**src/sv/esls_pkg.sv**
```systemverilog
// Shared types, codes and constants for the slot lifecycle scheduler.
// No dependencies; the other files refer to names here by esls_pkg:: or import it.
package esls_pkg;

  localparam int MAX_SLOTS  = 8;
  localparam int SLOT_BYTES = 65536;

  localparam int IDX_W      = (MAX_SLOTS > 1) ? $clog2(MAX_SLOTS) : 1;
  localparam int SCNT_W     = IDX_W + 1;
  localparam int PH_W       = 3;
  localparam int ADDR_W     = 48;
  localparam int CNT_W      = 5;
  localparam int REQ_W      = 3;
  localparam int ID_W       = 4;
  localparam int CS_W       = 24;
  localparam int ATTR_W     = 32;
  localparam int CFG_IDX_W  = 4;
  localparam int CFG_DATA_W = 48;

  // Lifecycle phases
  localparam logic [PH_W-1:0] PH_UNINIT    = 3'd0;
  localparam logic [PH_W-1:0] PH_CREATED   = 3'd1;
  localparam logic [PH_W-1:0] PH_INIT      = 3'd2;
  localparam logic [PH_W-1:0] PH_RUNNING   = 3'd3;
  localparam logic [PH_W-1:0] PH_STOPPED   = 3'd4;
  localparam logic [PH_W-1:0] PH_DESTROYED = 3'd5;

  // Request codes
  localparam logic [REQ_W-1:0] REQ_CREATE   = 3'd0;
  localparam logic [REQ_W-1:0] REQ_FINALIZE = 3'd1;
  localparam logic [REQ_W-1:0] REQ_ENTER    = 3'd2;
  localparam logic [REQ_W-1:0] REQ_DESTROY  = 3'd3;
  localparam logic [REQ_W-1:0] REQ_SCHEDULE = 3'd4;
  localparam logic [REQ_W-1:0] REQ_QUERY    = 3'd5;

  // Configuration register indexes
  localparam logic [CFG_IDX_W-1:0] CFG_EPC_BASE   = 4'd0;
  localparam logic [CFG_IDX_W-1:0] CFG_HW_PRESENT = 4'd1;

  localparam logic [ADDR_W-1:0] SLOT_BYTES_A = ADDR_W'(SLOT_BYTES);
  localparam logic [CNT_W-1:0]  SLOTS_CNT    = CNT_W'(MAX_SLOTS);
  localparam logic [CS_W:0]     CODE_LIMIT   = (CS_W+1)'(SLOT_BYTES);

  typedef struct packed {
    logic             rd_en;
    logic [IDX_W-1:0] rd_addr;
    logic             wr_en;
    logic [IDX_W-1:0] wr_addr;
    logic [PH_W-1:0]  wr_data;
  } ram_req_t;

  function automatic logic phase_free(input logic [PH_W-1:0] p);
    return (p == PH_UNINIT) || (p == PH_DESTROYED);
  endfunction

  function automatic logic phase_live(input logic [PH_W-1:0] p);
    return (p == PH_CREATED) || (p == PH_INIT) || (p == PH_RUNNING) || (p == PH_STOPPED);
  endfunction

  function automatic logic phase_runnable(input logic [PH_W-1:0] p);
    return (p == PH_INIT) || (p == PH_STOPPED);
  endfunction

endpackage

```
**src/sv/esls_if.sv**
```systemverilog
// Valid/ready channel interfaces: request, result and configuration write.
// Depends on esls_pkg for field widths.
interface esls_req_if;
  logic                           valid;
  logic                           ready;
  logic [esls_pkg::REQ_W-1:0]     req_type;
  logic [esls_pkg::ID_W-1:0]      slot_id;
  logic [esls_pkg::CS_W-1:0]      code_len;
  logic [esls_pkg::ATTR_W-1:0]    attributes;
  modport source (output valid, req_type, slot_id, code_len, attributes, input ready);
  modport sink   (input valid, req_type, slot_id, code_len, attributes, output ready);
endinterface

interface esls_rsp_if;
  logic                           valid;
  logic                           ready;
  logic                           ok;
  logic [esls_pkg::ID_W-1:0]      slot;
  logic [esls_pkg::ADDR_W-1:0]    slot_base;
  logic                           dbg_en;
  logic                           encrypted;
  logic                           slot_live;
  logic [esls_pkg::CNT_W-1:0]     free_slots;
  logic [esls_pkg::CNT_W-1:0]     live_count;
  modport source (output valid, ok, slot, slot_base, dbg_en, encrypted,
                  slot_live, free_slots, live_count, input ready);
  modport sink   (input valid, ok, slot, slot_base, dbg_en, encrypted,
                  slot_live, free_slots, live_count, output ready);
endinterface

interface esls_cfg_if;
  logic                             valid;
  logic                             ready;
  logic [esls_pkg::CFG_IDX_W-1:0]   index;
  logic [esls_pkg::CFG_DATA_W-1:0]  data;
  modport source (output valid, index, data, input ready);
  modport sink   (input valid, index, data, output ready);
endinterface

```
**src/sv/enclave_slot_lifecycle_scheduler.sv**
```systemverilog
// Top level of the slot lifecycle scheduler: sequencer plus phase memory.
// Depends on esls_pkg, esls_if, esls_phase_ram and esls_ctrl.
//
//  channel  role      beat contents
//  in_ch    sink      req_type, slot_id, code_len, attributes
//  out_ch   source    ok, slot, slot_base, dbg_en, encrypted,
//                     slot_live, free_slots, live_count
//  cfg_ch   sink      index, data (0 epc_base, 1 hardware_present)
//
// One request at a time. Finalize, enter, destroy and query go read, modify/write,
// result; create and schedule scan the phase memory one slot per cycle, stopping at
// the first hit or after the last slot. Rejected beats go straight to the result.
// rst_n is synchronous; no clearing pass. A stalled result holds in the output register;
// the next request is still taken but waits in the result state until that register frees.
module enclave_slot_lifecycle_scheduler (
  input  logic        clk,
  input  logic        rst_n,
  esls_req_if.sink    in_ch,
  esls_rsp_if.source  out_ch,
  esls_cfg_if.sink    cfg_ch
);

  esls_pkg::ram_req_t               ram_req;
  logic [esls_pkg::PH_W-1:0]        ram_rd_data;

  esls_ctrl u_ctrl (
    .clk         (clk),
    .rst_n       (rst_n),
    .in_ch       (in_ch),
    .out_ch      (out_ch),
    .cfg_ch      (cfg_ch),
    .ram_req     (ram_req),
    .ram_rd_data (ram_rd_data)
  );

  esls_phase_ram u_phase_ram (
    .clk     (clk),
    .rst_n   (rst_n),
    .req     (ram_req),
    .rd_data (ram_rd_data)
  );

endmodule

```
**src/sv/esls_phase_ram.sv**
```systemverilog
// Slot phase memory: one write and one read port, registered read data.
// Depends on esls_pkg; per-entry valid bits make unwritten entries read uninitialized.
module esls_phase_ram (
  input  logic                        clk,
  input  logic                        rst_n,
  input  esls_pkg::ram_req_t          req,
  output logic [esls_pkg::PH_W-1:0]   rd_data
);

  logic [esls_pkg::PH_W-1:0]      mem [esls_pkg::MAX_SLOTS];
  logic [esls_pkg::MAX_SLOTS-1:0] vld_r;
  logic [esls_pkg::PH_W-1:0]      rd_q_r;
  logic                           rd_vld_r;

  always_ff @(posedge clk) begin
    if (req.wr_en) begin
      mem[req.wr_addr] <= req.wr_data;
    end
    if (req.rd_en) begin
      rd_q_r <= mem[req.rd_addr];
    end
  end

  always_ff @(posedge clk) begin
    if (!rst_n) begin
      vld_r    <= '0;
      rd_vld_r <= 1'b0;
    end else begin
      if (req.wr_en) begin
        vld_r[req.wr_addr] <= 1'b1;
      end
      if (req.rd_en) begin
        rd_vld_r <= vld_r[req.rd_addr];
      end
    end
  end

  assign rd_data = rd_vld_r ? rd_q_r : esls_pkg::PH_UNINIT;

endmodule

```
**src/sv/esls_ctrl.sv**
```systemverilog
// Request sequencer: decodes a beat, scans or read-modify-writes the phase
// memory, tracks free/live counts and the round-robin pointer, holds the result.
// Depends on esls_pkg and esls_if.
module esls_ctrl (
  input  logic                        clk,
  input  logic                        rst_n,
  esls_req_if.sink                    in_ch,
  esls_rsp_if.source                  out_ch,
  esls_cfg_if.sink                    cfg_ch,
  output esls_pkg::ram_req_t          ram_req,
  input  logic [esls_pkg::PH_W-1:0]   ram_rd_data
);

  localparam logic [1:0] ST_IDLE = 2'd0;
  localparam logic [1:0] ST_SCAN = 2'd1;
  localparam logic [1:0] ST_RMW  = 2'd2;
  localparam logic [1:0] ST_RESP = 2'd3;

  localparam int IW = esls_pkg::IDX_W;
  localparam int SW = esls_pkg::SCNT_W;
  localparam logic [SW-1:0] SLOTS_S = SW'(esls_pkg::MAX_SLOTS);

  logic [1:0]                      state_r, state_nxt;
  logic [esls_pkg::REQ_W-1:0]      req_r, req_nxt;
  logic [IW-1:0]                   id_r, id_nxt;
  logic                            dbg_r, dbg_nxt;
  logic [IW-1:0]                   start_r, start_nxt;
  logic [SW-1:0]                   cnt_r, cnt_nxt;
  logic                            chk_vld_r, chk_vld_nxt;
  logic [IW-1:0]                   chk_idx_r, chk_idx_nxt;
  logic                            chk_last_r, chk_last_nxt;
  logic [IW-1:0]                   last_r, last_nxt;
  logic                            have_r, have_nxt;
  logic [esls_pkg::CNT_W-1:0]      free_r, free_nxt;
  logic [esls_pkg::CNT_W-1:0]      live_r, live_nxt;
  logic [esls_pkg::ADDR_W-1:0]     epc_base_r;
  logic                            hw_r;

  logic                            res_ok_r, res_ok_nxt;
  logic [IW-1:0]                   res_slot_r, res_slot_nxt;
  logic [esls_pkg::ADDR_W-1:0]     res_base_r, res_base_nxt;
  logic                            res_dbg_r, res_dbg_nxt;
  logic                            res_enc_r, res_enc_nxt;
  logic                            res_live_r, res_live_nxt;

  logic                            out_valid_r;
  logic                            out_ok_r;
  logic [esls_pkg::ID_W-1:0]       out_slot_r;
  logic [esls_pkg::ADDR_W-1:0]     out_base_r;
  logic                            out_dbg_r;
  logic                            out_enc_r;
  logic                            out_live_r;
  logic [esls_pkg::CNT_W-1:0]      out_free_r;
  logic [esls_pkg::CNT_W-1:0]      out_cnt_r;

  logic                            in_fire;
  logic                            id_ok;
  logic                            out_free;
  logic                            out_load;
  logic [SW-1:0]                   iss_sum;
  logic [IW-1:0]                   iss_idx;
  logic                            hit;
  logic [SW-1:0]                   next_start;

  assign in_ch.ready  = (state_r == ST_IDLE);
  assign in_fire      = in_ch.valid && in_ch.ready;
  assign id_ok        = ({1'b0, in_ch.slot_id} < (esls_pkg::ID_W+1)'(esls_pkg::MAX_SLOTS));
  assign out_free     = !out_valid_r || out_ch.ready;
  assign out_load     = (state_r == ST_RESP) && out_free;
  assign cfg_ch.ready = 1'b1;

  // Scan position wraps once at most: start and count both stay below the slot count.
  assign iss_sum    = SW'(start_r) + cnt_r;
  assign iss_idx    = (iss_sum >= SLOTS_S) ? IW'(iss_sum - SLOTS_S) : IW'(iss_sum);
  assign next_start = SW'(last_r) + SW'(1);
  assign hit        = (req_r == esls_pkg::REQ_CREATE) ? esls_pkg::phase_free(ram_rd_data)
                                                      : esls_pkg::phase_runnable(ram_rd_data);

  always_comb begin
    state_nxt    = state_r;
    req_nxt      = req_r;
    id_nxt       = id_r;
    dbg_nxt      = dbg_r;
    start_nxt    = start_r;
    cnt_nxt      = cnt_r;
    chk_vld_nxt  = chk_vld_r;
    chk_idx_nxt  = chk_idx_r;
    chk_last_nxt = chk_last_r;
    last_nxt     = last_r;
    have_nxt     = have_r;
    free_nxt     = free_r;
    live_nxt     = live_r;
    res_ok_nxt   = res_ok_r;
    res_slot_nxt = res_slot_r;
    res_base_nxt = res_base_r;
    res_dbg_nxt  = res_dbg_r;
    res_enc_nxt  = res_enc_r;
    res_live_nxt = res_live_r;
    ram_req      = '0;

    case (state_r)
      ST_IDLE: begin
        if (in_fire) begin
          req_nxt      = in_ch.req_type;
          id_nxt       = in_ch.slot_id[IW-1:0];
          dbg_nxt      = in_ch.attributes[0];
          cnt_nxt      = '0;
          chk_vld_nxt  = 1'b0;
          res_ok_nxt   = 1'b0;
          res_slot_nxt = '0;
          res_base_nxt = '0;
          res_dbg_nxt  = 1'b0;
          res_enc_nxt  = 1'b0;
          res_live_nxt = 1'b0;
          state_nxt    = ST_RESP;
          case (in_ch.req_type)
            esls_pkg::REQ_CREATE: begin
              start_nxt = '0;
              if ({1'b0, in_ch.code_len} <= esls_pkg::CODE_LIMIT) begin
                state_nxt = ST_SCAN;
              end
            end
            esls_pkg::REQ_SCHEDULE: begin
              start_nxt = '0;
              if (have_r && (next_start < SLOTS_S)) begin
                start_nxt = IW'(next_start);
              end
              have_nxt  = 1'b0;
              last_nxt  = '0;
              state_nxt = ST_SCAN;
            end
            esls_pkg::REQ_FINALIZE, esls_pkg::REQ_ENTER,
            esls_pkg::REQ_DESTROY, esls_pkg::REQ_QUERY: begin
              if (id_ok) begin
                ram_req.rd_en   = 1'b1;
                ram_req.rd_addr = in_ch.slot_id[IW-1:0];
                state_nxt       = ST_RMW;
              end
            end
            default: begin
              state_nxt = ST_RESP;
            end
          endcase
        end
      end

      ST_SCAN: begin
        // Issue one read per cycle, check the one issued the cycle before.
        if (cnt_r < SLOTS_S) begin
          ram_req.rd_en   = 1'b1;
          ram_req.rd_addr = iss_idx;
          cnt_nxt         = cnt_r + SW'(1);
          chk_vld_nxt     = 1'b1;
          chk_idx_nxt     = iss_idx;
          chk_last_nxt    = (cnt_r == SLOTS_S - SW'(1));
        end
        if (chk_vld_r) begin
          if (hit) begin
            res_ok_nxt   = 1'b1;
            res_slot_nxt = chk_idx_r;
            chk_vld_nxt  = 1'b0;
            state_nxt    = ST_RESP;
            if (req_r == esls_pkg::REQ_CREATE) begin
              ram_req.wr_en   = 1'b1;
              ram_req.wr_addr = chk_idx_r;
              ram_req.wr_data = esls_pkg::PH_CREATED;
              res_base_nxt    = epc_base_r + esls_pkg::ADDR_W'(chk_idx_r) * esls_pkg::SLOT_BYTES_A;
              res_dbg_nxt     = dbg_r;
              res_enc_nxt     = hw_r;
              free_nxt        = free_r - esls_pkg::CNT_W'(1);
              if (live_r < esls_pkg::SLOTS_CNT) begin
                live_nxt = live_r + esls_pkg::CNT_W'(1);
              end
            end else begin
              last_nxt = chk_idx_r;
              have_nxt = 1'b1;
            end
          end else if (chk_last_r) begin
            chk_vld_nxt = 1'b0;
            state_nxt   = ST_RESP;
          end
        end
      end

      ST_RMW: begin
        state_nxt       = ST_RESP;
        ram_req.wr_addr = id_r;
        case (req_r)
          esls_pkg::REQ_FINALIZE: begin
            if (ram_rd_data == esls_pkg::PH_CREATED) begin
              ram_req.wr_en   = 1'b1;
              ram_req.wr_data = esls_pkg::PH_INIT;
              res_ok_nxt      = 1'b1;
            end
          end
          esls_pkg::REQ_ENTER: begin
            if (esls_pkg::phase_runnable(ram_rd_data)) begin
              ram_req.wr_en   = 1'b1;
              ram_req.wr_data = esls_pkg::PH_STOPPED;
              res_ok_nxt      = 1'b1;
            end
          end
          esls_pkg::REQ_DESTROY: begin
            ram_req.wr_en   = 1'b1;
            ram_req.wr_data = esls_pkg::PH_DESTROYED;
            res_ok_nxt      = 1'b1;
            if (esls_pkg::phase_live(ram_rd_data) && (live_r != '0)) begin
              live_nxt = live_r - esls_pkg::CNT_W'(1);
            end
            if (!esls_pkg::phase_free(ram_rd_data)) begin
              free_nxt = free_r + esls_pkg::CNT_W'(1);
            end
          end
          esls_pkg::REQ_QUERY: begin
            res_ok_nxt   = 1'b1;
            res_live_nxt = esls_pkg::phase_live(ram_rd_data);
          end
          default: begin
            res_ok_nxt = 1'b0;
          end
        endcase
      end

      ST_RESP: begin
        // Hold until the output register frees up.
        if (out_free) begin
          state_nxt = ST_IDLE;
        end
      end

      default: begin
        state_nxt = ST_IDLE;
      end
    endcase
  end

  always_ff @(posedge clk) begin
    if (!rst_n) begin
      state_r     <= ST_IDLE;
      chk_vld_r   <= 1'b0;
      last_r      <= '0;
      have_r      <= 1'b0;
      free_r      <= esls_pkg::SLOTS_CNT;
      live_r      <= '0;
      epc_base_r  <= '0;
      hw_r        <= 1'b0;
      out_valid_r <= 1'b0;
    end else begin
      state_r   <= state_nxt;
      chk_vld_r <= chk_vld_nxt;
      last_r    <= last_nxt;
      have_r    <= have_nxt;
      free_r    <= free_nxt;
      live_r    <= live_nxt;
      if (cfg_ch.valid) begin
        if (cfg_ch.index == esls_pkg::CFG_EPC_BASE) begin
          epc_base_r <= cfg_ch.data[esls_pkg::ADDR_W-1:0];
        end
        if (cfg_ch.index == esls_pkg::CFG_HW_PRESENT) begin
          hw_r <= cfg_ch.data[0];
        end
      end
      if (out_load) begin
        out_valid_r <= 1'b1;
      end else if (out_ch.ready) begin
        out_valid_r <= 1'b0;
      end
    end
  end

  always_ff @(posedge clk) begin
    req_r      <= req_nxt;
    id_r       <= id_nxt;
    dbg_r      <= dbg_nxt;
    start_r    <= start_nxt;
    cnt_r      <= cnt_nxt;
    chk_idx_r  <= chk_idx_nxt;
    chk_last_r <= chk_last_nxt;
    res_ok_r   <= res_ok_nxt;
    res_slot_r <= res_slot_nxt;
    res_base_r <= res_base_nxt;
    res_dbg_r  <= res_dbg_nxt;
    res_enc_r  <= res_enc_nxt;
    res_live_r <= res_live_nxt;
    if (out_load) begin
      out_ok_r   <= res_ok_r;
      out_slot_r <= esls_pkg::ID_W'(res_slot_r);
      out_base_r <= res_base_r;
      out_dbg_r  <= res_dbg_r;
      out_enc_r  <= res_enc_r;
      out_live_r <= res_live_r;
      out_free_r <= free_r;
      out_cnt_r  <= live_r;
    end
  end

  assign out_ch.valid      = out_valid_r;
  assign out_ch.ok         = out_ok_r;
  assign out_ch.slot       = out_slot_r;
  assign out_ch.slot_base  = out_base_r;
  assign out_ch.dbg_en     = out_dbg_r;
  assign out_ch.encrypted  = out_enc_r;
  assign out_ch.slot_live  = out_live_r;
  assign out_ch.free_slots = out_free_r;
  assign out_ch.live_count = out_cnt_r;

endmodule

```
**src/flat_wrapper.sv**
```systemverilog
// flat-port wrapper written by rule: the top's interface ports become plain ports
module enclave_slot_lifecycle_scheduler_flat 
  (clk, rst_n, in_ch_valid, in_ch_req_type, in_ch_slot_id, in_ch_code_len, in_ch_attributes, in_ch_ready, out_ch_valid, out_ch_ok, out_ch_slot, out_ch_slot_base, out_ch_dbg_en, out_ch_encrypted, out_ch_slot_live, out_ch_free_slots, out_ch_live_count, out_ch_ready, cfg_ch_valid, cfg_ch_index, cfg_ch_data, cfg_ch_ready);
  esls_req_if in_ch_i ();
  esls_rsp_if out_ch_i ();
  esls_cfg_if cfg_ch_i ();
  input  logic clk;
  input  logic rst_n;
  input wire logic [$bits(in_ch_i.valid)-1:0] in_ch_valid;
  input wire logic [$bits(in_ch_i.req_type)-1:0] in_ch_req_type;
  input wire logic [$bits(in_ch_i.slot_id)-1:0] in_ch_slot_id;
  input wire logic [$bits(in_ch_i.code_len)-1:0] in_ch_code_len;
  input wire logic [$bits(in_ch_i.attributes)-1:0] in_ch_attributes;
  output wire logic [$bits(in_ch_i.ready)-1:0] in_ch_ready;
  output wire logic [$bits(out_ch_i.valid)-1:0] out_ch_valid;
  output wire logic [$bits(out_ch_i.ok)-1:0] out_ch_ok;
  output wire logic [$bits(out_ch_i.slot)-1:0] out_ch_slot;
  output wire logic [$bits(out_ch_i.slot_base)-1:0] out_ch_slot_base;
  output wire logic [$bits(out_ch_i.dbg_en)-1:0] out_ch_dbg_en;
  output wire logic [$bits(out_ch_i.encrypted)-1:0] out_ch_encrypted;
  output wire logic [$bits(out_ch_i.slot_live)-1:0] out_ch_slot_live;
  output wire logic [$bits(out_ch_i.free_slots)-1:0] out_ch_free_slots;
  output wire logic [$bits(out_ch_i.live_count)-1:0] out_ch_live_count;
  input wire logic [$bits(out_ch_i.ready)-1:0] out_ch_ready;
  input wire logic [$bits(cfg_ch_i.valid)-1:0] cfg_ch_valid;
  input wire logic [$bits(cfg_ch_i.index)-1:0] cfg_ch_index;
  input wire logic [$bits(cfg_ch_i.data)-1:0] cfg_ch_data;
  output wire logic [$bits(cfg_ch_i.ready)-1:0] cfg_ch_ready;
  assign in_ch_i.valid = in_ch_valid;
  assign in_ch_i.req_type = in_ch_req_type;
  assign in_ch_i.slot_id = in_ch_slot_id;
  assign in_ch_i.code_len = in_ch_code_len;
  assign in_ch_i.attributes = in_ch_attributes;
  assign in_ch_ready = in_ch_i.ready;
  assign out_ch_valid = out_ch_i.valid;
  assign out_ch_ok = out_ch_i.ok;
  assign out_ch_slot = out_ch_i.slot;
  assign out_ch_slot_base = out_ch_i.slot_base;
  assign out_ch_dbg_en = out_ch_i.dbg_en;
  assign out_ch_encrypted = out_ch_i.encrypted;
  assign out_ch_slot_live = out_ch_i.slot_live;
  assign out_ch_free_slots = out_ch_i.free_slots;
  assign out_ch_live_count = out_ch_i.live_count;
  assign out_ch_i.ready = out_ch_ready;
  assign cfg_ch_i.valid = cfg_ch_valid;
  assign cfg_ch_i.index = cfg_ch_index;
  assign cfg_ch_i.data = cfg_ch_data;
  assign cfg_ch_ready = cfg_ch_i.ready;
  enclave_slot_lifecycle_scheduler u_core (.clk(clk), .rst_n(rst_n), .in_ch(in_ch_i), .out_ch(out_ch_i), .cfg_ch(cfg_ch_i));
endmodule
```
**config.mk**
```make
export PLATFORM = sky130hd
export DESIGN_NAME = enclave_slot_lifecycle_scheduler_flat
export DESIGN_NICKNAME = d
export VERILOG_FILES = /design/src/sv/esls_pkg.sv /design/src/sv/esls_if.sv /design/src/sv/enclave_slot_lifecycle_scheduler.sv /design/src/sv/esls_phase_ram.sv /design/src/sv/esls_ctrl.sv /design/src/flat_wrapper.sv
export SDC_FILE = /design/constraint.sdc
export NUM_CORES = 1
export LEC_CHECK = 0
export ABC_AREA = 1
export BUFFER_PORTS_ARGS = -buffer_cell sky130_fd_sc_hd__buf_4
export CORE_MARGIN = 10
export CORE_UTILIZATION = 45
export CTS_BUF_LIST = sky130_fd_sc_hd__clkbuf_2
export DETAILED_ROUTE_END_ITERATION = 10
export PLACE_DENSITY = 0.67
export SYNTH_ARGS = -nofsm -noshare
export SYNTH_HDL_FRONTEND = slang
export SYNTH_SLANG_ARGS = --single-unit
```
**constraint.sdc**
```tcl
create_clock -name clk -period 5.9 [get_ports clk]
set_input_delay 0 -clock clk [delete_from_list [all_inputs] [get_ports clk]]
set_output_delay 0 -clock clk [all_outputs]
set_load 0.05 [all_outputs]
```
==> metrics.txt <==
Synth Area in XOR/XNOR less than 1%; CP Buf/Inv Count 4; Die ar. about 30000 sq um; largest family of logic cells by synthesized area simple AND/OR/NAND/NOR gates; Tcrit/Tclk final between 50 and 60%; CTS Root Cell clkbuf_2; HPWL after detailed placement around 16 mm; Ys Warns 0; DR vias/cell 4.964; number of fill cells roughly 1900; Vias between 8000 and 9000; TritonCTS Buffers between 60 and 70; pwr/cell area between 300 and 400 nW/um^2; maximum buffer depth of the clock tree 3; average size of a mapped cell roughly 10 sq um; Worst Clk Skew 0.05971 ns; Pleak 5.442 nW; gr usage total between 15 and 20%; die width 171.6 um; gr ovfl total 0; share of cells above drive strength 1 between 20% and 30%; final antenna-violating net count 0; Required @ worst endpoint around 6.4 ns; sequential element share of the synthesized area about 63%; WL/cell approximately 15 um; vias in the first global route between 8000 and 9000; CP top delay family buffers and inverters; Max Cap Viol 0; CP dominant cell by count nor2_1; kind of end point of the critical path flop; post-route setup slack roughly 2.5 ns; slowest cell on the critical path o21a_2; CP Launch Type flop; number of antenna violations at the first check in global routing 1; IR drop worst, VDD between 0.2 and 0.25 mV; Hold WC Path Type input pin to flop; post-synthesis mux area share 0%; grt peak-use layer met2; GPL Wtd Cong about 0.93; synthesized area 10340 sq um; Fmax achieved roughly 300 MHz; status finished clean; die height about 170 um; latest clock arrival within the worst-skew pair around 0.84 ns; drt total wl about 25 mm; port buffer count ~160; grt met2 use 28.63%; Post-synth top flop edfxtp_1; Post-synth EDFFs 165; Tmin final approximately 3.4 ns; hold buffers post-CTS between 100 and 150; num ports about 190; post-synth top area cell edfxtp_1; Max stage delay on crit path 0.73 ns; Post-CTS Setup Bufs 0; Synth top area share around 48%; Final Hold Viols 0; worst-margin pin slew a little over 0.9 ns; CP Cell Sequence inv_1, ha_2, buf_4, nor2_1, nor2_1, inv_1, nor2_1, o21a_2, buf_4; Synth Net Count 1177; # clock sinks 241; P&R area growth vs syn 31.06%; Synth cell types 45; placed cell area 11750 sq um; largest net degree at the start of global routing a little under 100; met3 Use GR ~4.2%; Post-synth ARST share 0%; Synth Area in Adders under 10%; Pins Over Slew Limit 0; core area approximately 23000 sq um; Initial DRT Pass Iterations 5; first-pass GRT wire length 40.16 mm; CP arrival between 3 and 4 ns; Post-Synth Simple-Gate Area about 17%; Mapped Cells slightly above 1000; PostCTS Resize Cnt 0; Area contributors post-synth edfxtp_1 (48%), dfxtp_1 (15%), nand2_1 (6.0%), inv_1 (4.7%), o21ai_0 (4.7%); number of setup violations in the final report 0; # H-tree levels 2; CTS tree yes; final setup TNS 0 ns; row cnt between 50 and 60; critical-path maximum fanout 53; Reg clk slew, reported paths ~0.09 ns; DRC 0; DP Worst Slack around 2.5 ns; initial drt markers between 500 and 600; RSZ-0062 raised after global routing false; Slew HR a little under two fifths; critical path class flop to flop; Finished Cell Area roughly 14000 sq um; flops & latches, synth 241; met1 Use GR between 20% and 30%; Nets roughly 1500; complex-gate fraction of the synthesized area 10.39%; Starting Density between 40 and 50%
registers in the layout (all words and copies together) (netlist names), 2 cells and up:
signal                           flops
u_core.u_phase_ram.mem              24
u_core.u_phase_ram.vld_r             8
u_core.u_ctrl.free_r                 5
u_core.u_ctrl.state_r                2
u_core.u_ctrl.out_ch.slot_base      48
u_core.u_ctrl.last_r                 3
u_core.u_ctrl.out_ch.slot            3
u_core.u_ctrl.req_r                  3
u_core.u_ctrl.live_r                 5
u_core.u_phase_ram.rd_q_r            3
u_core.u_ctrl.res_slot_r             3
u_core.u_ctrl.out_ch.free_slots      5
u_core.u_ctrl.chk_idx_r              3
u_core.u_ctrl.out_ch.live_count      5
u_core.u_ctrl.cnt_r                  4
u_core.u_ctrl.start_r                3
u_core.u_ctrl.res_base_r            48
u_core.u_ctrl.epc_base_r            48
u_core.u_ctrl.id_r                   3
cell families after synthesis:
| kind of cell | after synthesis |
|---|---|
| XOR/XNOR | 11 |
| flip-flops | 241 |
| AND/OR/NAND/NOR | 388 |
| buffers and inverters | 169 |
| AO/OA/AOI/OAI | 204 |
| other | 2 |
| adder cells (fa/ha/maj) | 21 |
metal layers:
metal | wire length, um | vias up | part of all wire, %
li1 | - | 4167 | -
met1 | 10730 | 3881 | 42
met2 | 12420 | 291 | 49
met3 | 1715 | 46 | 6.8
met4 | 532 | 0 | 2.1
met5 | 0 | - | 0
area by class of cell:
cell class                 instances  area (sq um)  area share (%)
inverter                         138         523.0           3.859
multi-input combinational        626          3196           23.58
clock buffer                      86         430.4           3.176
clock inverter                    26         103.9          0.7663
antenna                            1         2.502         0.01846
tap                              285         356.6           2.631
sequential                       241          6476           47.78
timing repair buffer             286          2465           18.19
tightest hold or removal path: stages:
cell	delay, ns
dlygate4sd3_1	0.53
buf_4	0.10
o21ai_0	0.09
a21oi_1	0.11
path summary, 6_finish.rpt:
| path | from | depth (start not counted) | endpoint | slack [ns] |
|---|---|---|---|---|
| worst max-delay path | u_core.u_ctrl.state_r[1] | 9 | u_core.u_ctrl.res_base_r[13] | 2.54 |
| worst min-delay path | cfg_ch_data[44] | 4 | u_core.u_ctrl.epc_base_r[44] | 0.08 |
| worst max register to register | u_core.u_ctrl.state_r[1] | 9 | u_core.u_ctrl.res_base_r[13] | 2.54 |
| worst min register to register | u_core.u_ctrl.res_base_r[45] | 0 | u_core.u_ctrl.out_ch.slot_base[45] | 0.39 |
layout by cell type (no fill, tap or decap), drive strengths merged, types with 3 or more instances in the layout:
cell	Yosys	routed
clkbuf	21	86
nand3	51	51
nor3	17	17
a31oi	3	3
xnor2	5	5
dlygate4sd3	0	127
nor4	8	8
dfxtp	76	76
or2	3	3
o21ai	100	100
xor2	6	6
nand4	8	8
buf	10	159
clkinv	1	25
nand2	171	171
nor2	125	125
fa	4	4
edfxtp	165	165
o22ai	7	7
ha	17	17
inv	137	139
a21oi	89	89
synth_stat cells, types with 7 or more instances:
master,instances
ha_1,17
o21ai_0,97
nor4_1,8
dfxtp_1,76
o22ai_1,7
a21oi_1,88
nand4_1,8
nor3_1,14
edfxtp_1,165
inv_1,130
nand3_1,46
nand2_1,165
nor2_1,118
clkbuf_1,20
report_power, final:
group	leakage (nW)	switching [W]	internal, W
registers	2.14	0.000169	0.00235
clock network	0.415	0.000663	0.000398
logic	2.89	0.00104	0.000486
total	5.44	0.00187	0.00323
per-stage QoR:
stage / total power [W] / hold slack, ns / utilization [%] / std cells
6_report: 0.005101 / 0.08249 / 59.86 / 1689
5_1_grt: 0.005416 / 0.06616 / 59.86 / 1689
4_1_cts: 0.005141 / 0.003527 / 59.85 / 1688
3_5_place_dp: 0.003990 / 0.1800 / 51.88 / 1449
3_3_place_gp: 0.003949 / 0.1794 / 51.88 / 1449
2_1_floorplan: 0.003554 / 0.09887 / - / 1036
Power figures use the tool's default switching activity.
